[config.mk]
export PLATFORM = sky130hd
export DESIGN_NAME = monthly_temperature_statistics
export DESIGN_NICKNAME = d
export VERILOG_FILES = /design/src/sv/mts_pkg.sv /design/src/sv/mts_front.sv /design/src/sv/mts_queue.sv /design/src/sv/mts_div.sv /design/src/sv/mts_back.sv /design/src/sv/monthly_temperature_statistics.sv
export SDC_FILE = /design/constraint.sdc
export NUM_CORES = 2
export LEC_CHECK = 0
export BUFFER_PORTS_ARGS = -buffer_cell sky130_fd_sc_hd__buf_2
export CAP_MARGIN = 20
export CORE_MARGIN = 1
export CORE_UTILIZATION = 62
export DETAILED_ROUTE_END_ITERATION = 16
export PLACE_DENSITY = 0.8
export SETUP_SLACK_MARGIN = 0.1
export SLEW_MARGIN = 20
export SYNTH_ARGS = -nofsm -noshare
export SYNTH_HDL_FRONTEND = slang
export SYNTH_SLANG_ARGS = --single-unit
[constraint.sdc]
create_clock -name clk -period 11.3 [get_ports clk]
set_input_delay 2.26 -clock clk [delete_from_list [all_inputs] [get_ports clk]]
set_output_delay 2.26 -clock clk [all_outputs]
set_load 0.02 [all_outputs]
[src/sv/mts_pkg.sv]
package mts_pkg;

    // accumulation limits
    localparam int MAX_RECORDS = 65535;
    localparam int CNT_W       = $clog2(MAX_RECORDS + 1);
    localparam int SUM_W       = CNT_W + 8;

    // calendar and temperature bounds
    localparam int NMONTHS     = 12;
    localparam int MIDX_W      = $clog2(NMONTHS);
    localparam int LAST_YEAR   = 9999;
    localparam logic signed [7:0] START_LOW  = 8'sd99;
    localparam logic signed [7:0] START_HIGH = -8'sd99;

    // configuration register indexes
    localparam logic REG_EARLIEST_YEAR = 1'b0;
    localparam logic REG_TEMP_LIMIT    = 1'b1;

    typedef struct packed {
        logic [13:0] earliest_year;
        logic [6:0]  temp_limit;
    } cfg_t;

    // classified record passed from front to back
    typedef struct packed {
        logic               valid;
        logic [15:0]        line;
        logic [3:0]         month;
        logic [13:0]        year;
        logic signed [7:0]  temp;
    } item_t;

endpackage

[src/sv/mts_front.sv]
module mts_front
    import mts_pkg::*;
(
    input  logic              clk,
    input  logic              rst_n,
    input  cfg_t              cfg,
    input  logic              accept,
    input  logic [13:0]       rec_year,
    input  logic [3:0]        rec_month,
    input  logic [4:0]        rec_day,
    input  logic [4:0]        rec_hour,
    input  logic [5:0]        rec_minute,
    input  logic signed [7:0] temperature,
    input  logic              fields_complete,
    output item_t             item
);

    logic [15:0]       line_reg;
    logic [15:0]       line_next;
    logic signed [8:0] t9;
    logic signed [8:0] lim9;
    logic              ok;

    // record checks
    always_comb
    begin
        t9   = 9'(temperature);
        lim9 = $signed({2'b00, cfg.temp_limit});
        ok   = fields_complete
            && (rec_year >= cfg.earliest_year) && (rec_year <= 14'(LAST_YEAR))
            && (rec_month >= 4'd1) && (rec_month <= 4'(NMONTHS))
            && (rec_day >= 5'd1)
            && (rec_hour <= 5'd23) && (rec_minute <= 6'd59)
            && (t9 >= -lim9) && (t9 <= lim9);
        item.valid = ok;
        item.line  = line_reg;
        item.month = rec_month;
        item.year  = rec_year;
        item.temp  = temperature;
        line_next  = line_reg + 16'd1;
    end

    // line counter, one step per accepted transfer
    always_ff @(posedge clk or negedge rst_n)
    begin
        if (!rst_n)
        begin
            line_reg <= 16'd1;
        end
        else if (accept)
        begin
            line_reg <= line_next;
        end
    end

endmodule

[src/sv/mts_queue.sv]
module mts_queue
    import mts_pkg::*;
(
    input  logic  clk,
    input  logic  rst_n,
    input  logic  push,
    input  item_t push_item,
    output logic  full,
    input  logic  pop,
    output logic  not_empty,
    output item_t head
);

    item_t      mem [2];
    logic       wr_reg;
    logic       rd_reg;
    logic [1:0] cnt_reg;

    assign full      = (cnt_reg == 2'd2);
    assign not_empty = (cnt_reg != 2'd0);
    assign head      = mem[rd_reg];

    // storage
    always_ff @(posedge clk)
    begin
        if (push)
        begin
            mem[wr_reg] <= push_item;
        end
    end

    // pointers and fill level
    always_ff @(posedge clk or negedge rst_n)
    begin
        if (!rst_n)
        begin
            wr_reg  <= 1'b0;
            rd_reg  <= 1'b0;
            cnt_reg <= 2'd0;
        end
        else
        begin
            if (push)
            begin
                wr_reg <= ~wr_reg;
            end
            if (pop)
            begin
                rd_reg <= ~rd_reg;
            end
            if (push && !pop)
            begin
                cnt_reg <= cnt_reg + 2'd1;
            end
            else if (pop && !push)
            begin
                cnt_reg <= cnt_reg - 2'd1;
            end
        end
    end

endmodule

[src/sv/mts_div.sv]
module mts_div
    import mts_pkg::*;
(
    input  logic                    clk,
    input  logic                    rst_n,
    input  logic                    start,
    input  logic signed [SUM_W-1:0] dividend,
    input  logic [CNT_W-1:0]        divisor,
    output logic                    done,
    output logic signed [7:0]       quotient
);

    localparam int STEP_W = $clog2(SUM_W + 1);

    logic                busy_reg;
    logic                done_reg;
    logic [STEP_W-1:0]   step_reg;
    logic [CNT_W-1:0]    rem_reg;
    logic [SUM_W-1:0]    num_reg;
    logic [CNT_W-1:0]    dvs_reg;
    logic                neg_reg;
    logic [CNT_W:0]      trial;
    logic                fits;
    logic [SUM_W-1:0]    signed_q;

    // one restoring step per cycle
    always_comb
    begin
        trial    = {rem_reg, num_reg[SUM_W-1]};
        fits     = (trial >= {1'b0, dvs_reg});
        signed_q = neg_reg ? (~num_reg + 1'b1) : num_reg;
    end

    assign done     = done_reg;
    assign quotient = (dvs_reg == '0) ? 8'sd0 : $signed(signed_q[7:0]);

    always_ff @(posedge clk)
    begin
        if (start)
        begin
            rem_reg <= '0;
            num_reg <= dividend[SUM_W-1] ? SUM_W'(-dividend) : dividend;
            dvs_reg <= divisor;
            neg_reg <= dividend[SUM_W-1];
        end
        else if (busy_reg)
        begin
            rem_reg <= fits ? CNT_W'(trial - {1'b0, dvs_reg}) : CNT_W'(trial);
            num_reg <= {num_reg[SUM_W-2:0], fits};
        end
    end

    // step control
    always_ff @(posedge clk or negedge rst_n)
    begin
        if (!rst_n)
        begin
            busy_reg <= 1'b0;
            done_reg <= 1'b0;
            step_reg <= '0;
        end
        else if (start)
        begin
            busy_reg <= 1'b1;
            done_reg <= 1'b0;
            step_reg <= '0;
        end
        else if (busy_reg)
        begin
            step_reg <= step_reg + 1'b1;
            if (step_reg == STEP_W'(SUM_W - 1))
            begin
                busy_reg <= 1'b0;
                done_reg <= 1'b1;
            end
        end
    end

endmodule

[src/sv/mts_back.sv]
module mts_back
    import mts_pkg::*;
(
    input  logic              clk,
    input  logic              rst_n,
    input  logic              q_not_empty,
    input  item_t             q_head,
    output logic              q_pop,
    output logic              out_valid,
    input  logic              out_stall,
    output logic              record_valid,
    output logic [15:0]       line_number,
    output logic [3:0]        stats_month,
    output logic [13:0]       month_first_year,
    output logic signed [7:0] month_min,
    output logic signed [7:0] month_max,
    output logic signed [7:0] month_avg,
    output logic signed [7:0] year_min,
    output logic signed [7:0] year_max,
    output logic signed [7:0] year_avg,
    output logic [15:0]       valid_total
);

    localparam logic [2:0] S_IDLE = 3'd0;
    localparam logic [2:0] S_UPD  = 3'd1;
    localparam logic [2:0] S_DIV  = 3'd2;
    localparam logic [2:0] S_WAIT = 3'd3;
    localparam logic [2:0] S_OUT  = 3'd4;

    logic [2:0] state_reg;
    logic [2:0] state_next;
    item_t      item_reg;

    logic signed [7:0]       mlow_reg   [NMONTHS];
    logic signed [7:0]       mhigh_reg  [NMONTHS];
    logic signed [SUM_W-1:0] msum_reg   [NMONTHS];
    logic [CNT_W-1:0]        mcnt_reg   [NMONTHS];
    logic [13:0]             myear_reg  [NMONTHS];
    logic signed [7:0]       alow_reg;
    logic signed [7:0]       ahigh_reg;
    logic signed [SUM_W-1:0] asum_reg;
    logic [CNT_W-1:0]        acnt_reg;

    // per-item result fields
    logic                    mvalid_reg;
    logic [13:0]             mfirst_reg;
    logic signed [7:0]       mmin_reg;
    logic signed [7:0]       mmax_reg;
    logic signed [SUM_W-1:0] dsum_m_reg;
    logic [CNT_W-1:0]        dcnt_m_reg;
    logic signed [SUM_W-1:0] dsum_a_reg;
    logic [CNT_W-1:0]        dcnt_a_reg;

    logic                    out_valid_reg;
    logic [15:0]             line_out_reg;
    logic [3:0]              month_out_reg;
    logic [13:0]             first_out_reg;
    logic signed [7:0]       mmin_out_reg;
    logic signed [7:0]       mmax_out_reg;
    logic signed [7:0]       mavg_out_reg;
    logic signed [7:0]       amin_out_reg;
    logic signed [7:0]       amax_out_reg;
    logic signed [7:0]       aavg_out_reg;
    logic [15:0]             total_out_reg;
    logic                    rvalid_out_reg;

    logic [MIDX_W-1:0]       m;
    logic signed [7:0]       mlow_n;
    logic signed [7:0]       mhigh_n;
    logic signed [SUM_W-1:0] msum_n;
    logic [CNT_W-1:0]        mcnt_n;
    logic [13:0]             myear_n;
    logic signed [7:0]       alow_n;
    logic signed [7:0]       ahigh_n;
    logic signed [SUM_W-1:0] asum_n;
    logic [CNT_W-1:0]        acnt_n;
    logic signed [SUM_W-1:0] t_ext;
    logic                    div_start;
    logic                    mdone;
    logic                    adone;
    logic signed [7:0]       mq;
    logic signed [7:0]       aq;

    // statistics update for the current record
    always_comb
    begin
        m       = MIDX_W'(item_reg.month - 4'd1);
        t_ext   = SUM_W'(item_reg.temp);
        mlow_n  = (item_reg.temp < mlow_reg[m]) ? item_reg.temp : mlow_reg[m];
        mhigh_n = (item_reg.temp > mhigh_reg[m]) ? item_reg.temp : mhigh_reg[m];
        myear_n = (mcnt_reg[m] == '0) ? item_reg.year : myear_reg[m];
        if (mcnt_reg[m] < CNT_W'(MAX_RECORDS))
        begin
            msum_n = msum_reg[m] + t_ext;
            mcnt_n = mcnt_reg[m] + 1'b1;
        end
        else
        begin
            msum_n = msum_reg[m];
            mcnt_n = mcnt_reg[m];
        end
        alow_n  = (item_reg.temp < alow_reg) ? item_reg.temp : alow_reg;
        ahigh_n = (item_reg.temp > ahigh_reg) ? item_reg.temp : ahigh_reg;
        if (acnt_reg < CNT_W'(MAX_RECORDS))
        begin
            asum_n = asum_reg + t_ext;
            acnt_n = acnt_reg + 1'b1;
        end
        else
        begin
            asum_n = asum_reg;
            acnt_n = acnt_reg;
        end
    end

    // sequencer
    always_comb
    begin
        state_next = state_reg;
        case (state_reg)
            S_IDLE:
            begin
                if (q_not_empty)
                begin
                    state_next = S_UPD;
                end
            end
            S_UPD:
            begin
                state_next = S_DIV;
            end
            S_DIV:
            begin
                state_next = S_WAIT;
            end
            S_WAIT:
            begin
                if (mdone && adone)
                begin
                    state_next = S_OUT;
                end
            end
            S_OUT:
            begin
                if (!out_stall)
                begin
                    state_next = S_IDLE;
                end
            end
            default:
            begin
                state_next = S_IDLE;
            end
        endcase
    end

    assign q_pop     = (state_reg == S_IDLE) && q_not_empty;
    assign div_start = (state_reg == S_DIV);

    mts_div u_mdiv (
        .clk      (clk),
        .rst_n    (rst_n),
        .start    (div_start),
        .dividend (dsum_m_reg),
        .divisor  (dcnt_m_reg),
        .done     (mdone),
        .quotient (mq)
    );

    mts_div u_adiv (
        .clk      (clk),
        .rst_n    (rst_n),
        .start    (div_start),
        .dividend (dsum_a_reg),
        .divisor  (dcnt_a_reg),
        .done     (adone),
        .quotient (aq)
    );

    // item capture and per-item figures
    always_ff @(posedge clk)
    begin
        if (q_pop)
        begin
            item_reg <= q_head;
        end
        if (state_reg == S_UPD)
        begin
            mvalid_reg <= item_reg.valid;
            mfirst_reg <= item_reg.valid ? myear_n : 14'd0;
            mmin_reg   <= item_reg.valid ? mlow_n : 8'sd0;
            mmax_reg   <= item_reg.valid ? mhigh_n : 8'sd0;
            dsum_m_reg <= item_reg.valid ? msum_n : '0;
            dcnt_m_reg <= item_reg.valid ? mcnt_n : '0;
            dsum_a_reg <= item_reg.valid ? asum_n : asum_reg;
            dcnt_a_reg <= item_reg.valid ? acnt_n : acnt_reg;
        end
        if (state_reg == S_WAIT && mdone && adone)
        begin
            rvalid_out_reg <= mvalid_reg;
            line_out_reg   <= item_reg.line;
            month_out_reg  <= mvalid_reg ? item_reg.month : 4'd0;
            first_out_reg  <= mfirst_reg;
            mmin_out_reg   <= mmin_reg;
            mmax_out_reg   <= mmax_reg;
            mavg_out_reg   <= mq;
            amin_out_reg   <= alow_reg;
            amax_out_reg   <= ahigh_reg;
            aavg_out_reg   <= aq;
            total_out_reg  <= 16'(acnt_reg);
        end
    end

    // state and statistics registers
    always_ff @(posedge clk or negedge rst_n)
    begin
        if (!rst_n)
        begin
            state_reg     <= S_IDLE;
            out_valid_reg <= 1'b0;
            for (int i = 0; i < NMONTHS; i++)
            begin
                mlow_reg[i]  <= START_LOW;
                mhigh_reg[i] <= START_HIGH;
                msum_reg[i]  <= '0;
                mcnt_reg[i]  <= '0;
                myear_reg[i] <= 14'd0;
            end
            alow_reg  <= START_LOW;
            ahigh_reg <= START_HIGH;
            asum_reg  <= '0;
            acnt_reg  <= '0;
        end
        else
        begin
            state_reg     <= state_next;
            out_valid_reg <= (state_next == S_OUT);
            if (state_reg == S_UPD && item_reg.valid)
            begin
                mlow_reg[m]  <= mlow_n;
                mhigh_reg[m] <= mhigh_n;
                msum_reg[m]  <= msum_n;
                mcnt_reg[m]  <= mcnt_n;
                myear_reg[m] <= myear_n;
                alow_reg     <= alow_n;
                ahigh_reg    <= ahigh_n;
                asum_reg     <= asum_n;
                acnt_reg     <= acnt_n;
            end
        end
    end

    assign out_valid        = out_valid_reg;
    assign record_valid     = rvalid_out_reg;
    assign line_number      = line_out_reg;
    assign stats_month      = month_out_reg;
    assign month_first_year = first_out_reg;
    assign month_min        = mmin_out_reg;
    assign month_max        = mmax_out_reg;
    assign month_avg        = mavg_out_reg;
    assign year_min         = amin_out_reg;
    assign year_max         = amax_out_reg;
    assign year_avg         = aavg_out_reg;
    assign valid_total      = total_out_reg;

    // checks
    a_count_limit: assert property (@(posedge clk) disable iff (!rst_n)
        acnt_reg <= CNT_W'(MAX_RECORDS))
        else $error("overall count beyond limit");

    a_pop_idle: assert property (@(posedge clk) disable iff (!rst_n)
        q_pop |-> state_reg == S_IDLE)
        else $error("queue popped while busy");

    a_out_after_div: assert property (@(posedge clk) disable iff (!rst_n)
        $rose(out_valid_reg) |-> $past(state_reg) == S_WAIT && $past(mdone && adone))
        else $error("result shown before averages done");

endmodule

[src/sv/monthly_temperature_statistics.sv]
// monthly temperature statistics
//
// input channel: one record per transfer (year, month, day, hour, minute,
// temperature, fields_complete), taken when in_valid is high and in_stall
// low. each record is checked, given a line number and put in a two-entry
// queue; in_stall is high only while that queue is full.
// output channel: one result per record, in order, taken when out_valid is
// high and out_stall low. the result holds while stalled.
// from a record leaving the head of the queue to its result showing on
// out_valid, the path is an update state, a start state, then two restoring
// dividers run side by side for the month and overall averages, one
// quotient bit per cycle over the 24-bit sum width, and a load step. a
// record leaves the queue only once the result before it has been taken.
// configuration: earliest_year at address 0, temp_limit at address 4,
// written over the apb port while the block is idle.
// reset: all statistics return to their start values (min 99, max -99,
// sums and counts zero), the line number restarts at 1 and the
// registers return to 1972 and 99.
module monthly_temperature_statistics
    import mts_pkg::*;
(
    input  logic              clk,
    input  logic              rst_n,
    input  logic              psel,
    input  logic              penable,
    input  logic              pwrite,
    input  logic [2:0]        paddr,
    input  logic [31:0]       pwdata,
    output logic [31:0]       prdata,
    output logic              pready,
    input  logic              in_valid,
    output logic              in_stall,
    input  logic [13:0]       rec_year,
    input  logic [3:0]        rec_month,
    input  logic [4:0]        rec_day,
    input  logic [4:0]        rec_hour,
    input  logic [5:0]        rec_minute,
    input  logic signed [7:0] temperature,
    input  logic              fields_complete,
    output logic              out_valid,
    input  logic              out_stall,
    output logic              record_valid,
    output logic [15:0]       line_number,
    output logic [3:0]        stats_month,
    output logic [13:0]       month_first_year,
    output logic signed [7:0] month_min,
    output logic signed [7:0] month_max,
    output logic signed [7:0] month_avg,
    output logic signed [7:0] year_min,
    output logic signed [7:0] year_max,
    output logic signed [7:0] year_avg,
    output logic [15:0]       valid_total
);

    cfg_t  cfg_reg;
    logic  wr_en;
    logic  q_full;
    logic  accept;
    logic  q_pop;
    logic  q_not_empty;
    item_t front_item;
    item_t q_head;

    // configuration registers
    assign pready = 1'b1;
    assign wr_en  = psel && penable && pwrite;

    always_ff @(posedge clk or negedge rst_n)
    begin
        if (!rst_n)
        begin
            cfg_reg.earliest_year <= 14'd1972;
            cfg_reg.temp_limit    <= 7'd99;
        end
        else if (wr_en)
        begin
            if (paddr[2] == REG_EARLIEST_YEAR)
            begin
                cfg_reg.earliest_year <= pwdata[13:0];
            end
            else
            begin
                cfg_reg.temp_limit <= pwdata[6:0];
            end
        end
    end

    always_comb
    begin
        if (paddr[2] == REG_TEMP_LIMIT)
        begin
            prdata = {25'd0, cfg_reg.temp_limit};
        end
        else
        begin
            prdata = {18'd0, cfg_reg.earliest_year};
        end
    end

    // input transfer
    assign in_stall = q_full;
    assign accept   = in_valid && !q_full;

    mts_front u_front (
        .clk             (clk),
        .rst_n           (rst_n),
        .cfg             (cfg_reg),
        .accept          (accept),
        .rec_year        (rec_year),
        .rec_month       (rec_month),
        .rec_day         (rec_day),
        .rec_hour        (rec_hour),
        .rec_minute      (rec_minute),
        .temperature     (temperature),
        .fields_complete (fields_complete),
        .item            (front_item)
    );

    mts_queue u_queue (
        .clk       (clk),
        .rst_n     (rst_n),
        .push      (accept),
        .push_item (front_item),
        .full      (q_full),
        .pop       (q_pop),
        .not_empty (q_not_empty),
        .head      (q_head)
    );

    mts_back u_back (
        .clk              (clk),
        .rst_n            (rst_n),
        .q_not_empty      (q_not_empty),
        .q_head           (q_head),
        .q_pop            (q_pop),
        .out_valid        (out_valid),
        .out_stall        (out_stall),
        .record_valid     (record_valid),
        .line_number      (line_number),
        .stats_month      (stats_month),
        .month_first_year (month_first_year),
        .month_min        (month_min),
        .month_max        (month_max),
        .month_avg        (month_avg),
        .year_min         (year_min),
        .year_max         (year_max),
        .year_avg         (year_avg),
        .valid_total      (valid_total)
    );

endmodule

Word-level counts from Yosys, hierarchy flattened
Memory sizes are Yosys's and may differ from the RTL's. A register that Yosys moved wholly into a read port is not among the register bits.
Index checks and enable logic that the tools add are counted.

storage, ports and cells
  register bits = 1279
  RAM bits = 86
  input port bits = 85
  output and inout port bits = 134
  logic and storage cells = 267
  memories = 1

memories
  memory       depth  bits a word  read ports  clocked after Yosys merged registers in  write ports  RTL line         text
  u_queue.mem  2      43           1           1                                        1            mts_queue.sv:14  item_t mem [2];

cells by class
  add/sub/neg operators = 17
  magnitude comparators = 19
  equality and inequality tests = 8
  muxes and demuxes = 72
  bitwise gates (word level) = 6
  reductions and logical operators = 39

operators by type and width
  kind                   number
  $bwmux 288             1
  $mux 24                12
  $bwmux 192             1
  $bwmux 96              2
  $bwmux 168             1
  $mux 16                8
  $bmux 24 s4            1
  $demux 24 s4           1
  $mux 8                 9
  $mux 14                5
  $bmux 16 s4            1
  $bmux 8 s4             2
  $demux 16 s4           1
  $bmux 14 s4            1
  $demux 14 s4           1
  $add 16x1->16 const B  3
  $add 24x8->24          2
  $logic_not 16->1       3
  $neg 24->24            2
  $ge 17x16->1           2
  $demux 8 s4            1
  $lt 16x16->1 const B   2
  $sub 16x16->16         2
  $logic_and 1x1->1      20
  other kinds (36)       77

Depth between registers and ports, before layout
  depth after elaboration = 10
  gate-level depth with buffers = 29
  depth with buffers taken out = 16

Hierarchy
A second synthesis with hierarchy kept.

unflattened totals
  cells, all modules = 5854
  area total of the unflattened synthesis = 65808.1 µm²

by module, submodules not included
  module                          instances  cells each  area an instance (µm²)  seq. area each (µm²)
  mts_back                        1          4507        51182.8                 30265.3
  mts_div                         2          454         4106.4                  1726.7
  mts_queue                       1          150         3493.4                  2682.6
  mts_front                       1          206         1762.9                  401.6
  monthly_temperature_statistics  1          83          1156.1                  539.3

Worst setup path after synthesis
No wires, ideal clock.

  path type = register to register
  from = register u_back.state_reg[1]
  to = register u_back.msum_reg[119] (netlist bit)
  setup time = 0.095 ns
  arrival time = 10.392 ns
  required time = 11.205 ns
  setup slack = 0.813 ns
  stages on the path, launching flop included = 9
  buffers on the path = 3
  period minus slack after synthesis = 10.487 ns
  cell sequence = dfrtp_1 > nor3b_1 > nand2_1 > clkbuf_1 > nor3_1 > nand2_1 > clkbuf_1 > clkbuf_1 > o31ai_1

between the ends
  cells in the longest elaborated chain, start to end = 2

ends and longest elaborated chain
  item                             RTL line         text
  from (decl)                      mts_back.sv:30   logic [2:0] state_reg;
  from (signal assigned)           mts_back.sv:236  state_reg <= state_next;
  $eq 3x1->1                       mts_back.sv:238  if (state_reg == S_UPD && item_reg.valid)
  $logic_and 1x1->1                mts_back.sv:238
  to (signal, indexed assignment)  mts_back.sv:242  msum_reg[m] <= msum_n;
  to (decl)                        mts_back.sv:36   logic signed [SUM_W-1:0] msum_reg [NMONTHS];

Every way passes these cells.
A chain may end at the register's enable or synchronous reset.

Worst setup path after layout
  from = register, netlist name u_back.item_reg[23]
  to = register u_back.dcnt_m_reg[9] (data pin)

between the ends
  cells in the longest elaborated chain, start to end = 7
  elaborated cells on any way between the ends = 8
  classes of those cells = add/sub (2); order compare (1); mux (4); bitwise (1)

ends and longest elaborated chain
  item                                           RTL line                                         text
  $sub 4x1->4 *                                  mts_back.sv:87                                   m = MIDX_W'(item_reg.month - 4'd1);
  $not 4->5 (not written as such) *              mts_back.sv:92, mts_back.sv:95, mts_back.sv:100
  $bmux 16 s4 *                                  mts_back.sv:92, mts_back.sv:95, mts_back.sv:100
  $mux 16 (not written as such) * (2 in a row)   mts_back.sv:92, mts_back.sv:95, mts_back.sv:100
  $add 16x1->16 or $lt 16x16->1 (tied branches)  mts_back.sv:95, mts_back.sv:92
  $mux 16 *                                      mts_back.sv:92                                   if (mcnt_reg[m] < CNT_W'(MAX_RECORDS))
  to (signal assigned)                           mts_back.sv:194                                  dcnt_m_reg <= item_reg.valid ? mcnt_n : '0;
  to (decl)                                      mts_back.sv:50                                   logic [CNT_W-1:0] dcnt_m_reg;

Every way passes the cells marked *; elsewhere a longest branch is shown, timed or not. The select of a mux whose other input is x is not followed.

==> flow_metrics.env <==
export IMPL_power_mw=15.0
export IMPL_area_growth_pct=9.79
export IMPL_fp_dieW_um=326
export IMPL_finClkSkew_ns=0.0316
export IMPL_cts_buffer_depth=3
export IMPL_clock_sinks=1408
export IMPL_vias=44907
export IMPL_critPathLaunchType="register"
export IMPL_slowest_delay_ns=0.89
export IMPL_layout_setup_ws_ns=4.54
export IMPL_initial_core_util_pct=62.7
export IMPL_die_h_um=326
export IMPL_async_flop_share_pct=67.8
export IMPL_power_leakage_nw=29.9
export IMPL_place_ws_ns=4.71
export IMPL_clk_latency_ns=0.78
export IMPL_crit_path_end_kind="register"
export IMPL_critical_path_cell_chain="inv_1 -> ha_4 -> buf_4 -> buf_4 -> mux4_2 -> a21boi_0 -> a221o_1 -> and4_1 -> and4_1 -> nor2_1 -> nand3_1 -> xor2_1 -> nor2_1"
export IMPL_rsz0062_at_grt="false"
export IMPL_powerDensity_nw_per_um2=211
export IMPL_slew_viol_final=0
export IMPL_synth_distinct_cells=84
export IMPL_num_io_pins=219
export IMPL_cts_tree="built"
export IMPL_antenna_found_initial=0
export IMPL_max_freq_mhz=148
export IMPL_hold_viol_final=0
export IMPL_placed_cell_area_um2=66400
export IMPL_hold_class="register to register"
export IMPL_io_buffers=174
export IMPL_largest_reg_flops=288
export IMPL_slew_headroom_pct=24.4
export IMPL_core_um2=104000
export IMPL_drt_initial_drc_count=4376
export IMPL_cts_clk_slew_worst_paths_ns=0.06
export IMPL_synth_ff_type="dfrtp_1"
export IMPL_dp_hpwl_um=89800
export IMPL_worstPathArrival_ns=7.20
export IMPL_tightestPinTransition_ns=1.13
export IMPL_synthCells=5818
export IMPL_setup_violations=0
export IMPL_dieArea_um2=106000
export IMPL_clock_root_buffer="clkbuf_16"
export IMPL_crit_required_ns=11.74
export IMPL_final_nets=6027
export IMPL_h_tree_depth=4
export IMPL_grt_overflow_total=0
export IMPL_max_vdd_ir_drop_mv=0.229
export IMPL_cts_resized=0
export IMPL_maxCapViolations=0
export IMPL_viasPerCell=6.17
export IMPL_row_count=118
export IMPL_critical_path_class="register to register"
export IMPL_grt_pass1_vias=45183
export IMPL_critPathSlowestCell="and4_1"
export IMPL_ys_seq_area_share_pct=57.5
export IMPL_cts_setup_buffers=0
export IMPL_drt_drc_violations_left=0
export IMPL_ant_nets=0
export IMPL_syn_area_um2=65000
export IMPL_worst_path_max_fanout=62
export IMPL_path_buf_inv=3
export IMPL_cts_buffers_inserted=143
export IMPL_grt_pass1_wl_um=244000
export IMPL_fin_crit_sh_pct=59.9
export IMPL_drive_gt1_share_pct=16.0
export IMPL_avgSynthCellArea_um2=11.2
export IMPL_postLayoutCellArea_um2=71300
export IMPL_gp_congestion=0.877
export IMPL_tns_ns=0
export IMPL_grt_usage_pct=29.1
export IMPL_status="finished, final reports clean"
export IMPL_grt_max_degree=187
export IMPL_cp_top_family="simple AND/OR/NAND/NOR gates"
export IMPL_fill_cells=7180
export IMPL_drt_wl_total_um=152000
export IMPL_min_period_ns=6.76
export IMPL_first_pass_iters=6
export IMPL_synth_edf_count=421
export IMPL_ys_seq_elements=1408
export IMPL_wl_per_cell_um=20.9
export IMPL_ctsHoldBuffers=0
export IMPL_diodes=0
export IMPL_yosys_warnings=0
## cell usage after synthesis (all sizes together), types with 12 or more instances
cell type	instances	share of area, %
dfxtp	32	0.99
clkbuf	318	1.8
nor2b	18	0.17
or3	18	0.18
nand2	1120	6.5
o31ai	35	0.43
and2	12	0.12
inv	138	0.80
o41ai	15	0.20
dfrtp	826	32
a31oi	31	0.30
nor2	242	1.4
o21a	24	0.28
buf	113	1.1
a21oi	131	1.0
and3	18	0.17
nand3	81	0.62
and4	13	0.18
xor2	102	1.4
a21o	36	0.42
or4	12	0.14
o21ai	1089	8.5
o22ai	13	0.13
mux2i	90	1.4
o211ai	13	0.15
nor4	22	0.27
dfstp	129	5.2
ha	154	3.0
mux2	81	1.4
nand4	38	0.39
nor3	36	0.28
edfxtp	421	19
xnor2	69	0.93
nand2b	28	0.27
mux4	210	7.4
## cells by family after synthesis
family,share of synthesized area (%)
AND/OR/NAND/NOR,10.9
AO/OA/AOI/OAI,12.3
flip-flops,57.5
buffers and inverters,3.77
multiplexers,10.2
XOR/XNOR,2.31
adder cells (fa/ha/maj),3.09
other,0.0116
## final timing paths
kind	startpoint	slack, ns	depth (start not counted)	endpoint
worst max register to register	u_back.item_reg[23]	4.54	13	u_back.dcnt_m_reg[9]
worst max-delay path	u_back.item_reg[23]	4.54	13	u_back.dcnt_m_reg[9]
min in group asynchronous	rst_n	1.50	1	u_back.msum_reg[223]
worst min register to register	u_back.dcnt_a_reg[2]	0.42	0	u_back.u_adiv.dvs_reg[2]
max in group asynchronous	rst_n	7.47	3	u_queue.rd_reg
worst min-delay path	u_back.dcnt_a_reg[2]	0.42	0	u_back.u_adiv.dvs_reg[2]
## where the power goes
part           switching (mW)  internal [mW]
sequential              0.563           6.36
combinational            1.93           1.36
clock                    2.04           2.78
## routing by layer
metal / wire length, um / vias to the layer above / track usage (%)
met2: 73800 / 1651 / 47.2
li1: - / 20473 / -
met5: 0 / - / 0
met3: 10600 / 342 / 4.70
met1: 62200 / 22441 / 39.5
met4: 5320 / 0 / 12.0
## metrics by stage
stage                     utilization (%)  hold slack [ns]  std cells
after CTS                            68.8            0.416       7281
after floorplan                         -            0.400       5835
final                                68.8            0.417       7282
after global routing                 68.8            0.420       7282
after global placement               64.1            0.401       7017
after detailed placement             64.1            0.405       7018
## layout make-up
class | count | area [um^2] | share of cell area [%]
clock buffer | 203 | 4130 | 5.78
clock inverter | 60 | 738 | 1.04
inverter | 138 | 518 | 0.726
multi-input combinational | 3858 | 25500 | 35.7
sequential | 1408 | 37300 | 52.4
tap | 1380 | 1730 | 2.42
timing repair buffer | 235 | 1410 | 1.97
## layout by cell type, fill, tap and decap left out, drive strengths merged, types with 10 or more instances in the layout
master	synthesis	final
nand2	1120	1120
o21ai	1089	1089
dfrtp	826	826
edfxtp	421	421
nor2	242	242
buf	113	234
mux4	210	210
clkbuf	318	204
ha	154	154
inv	138	146
a21oi	131	131
dfstp	129	129
xor2	102	102
mux2i	90	90
mux2	81	81
nand3	81	81
xnor2	69	69
clkinv	0	42
nand4	38	38
a21o	36	36
nor3	36	36
o31ai	35	35
dfxtp	32	32
a31oi	31	31
nand2b	28	28
o21a	24	24
nor4	22	22
conb	2	19
nor2b	18	18
and3	18	18
or3	18	18
o41ai	15	15
o211ai	13	13
and4	13	13
o22ai	13	13
and2	12	12
or4	12	12
a211oi	10	10
Note: power is estimated with default switching activity, not from simulation.
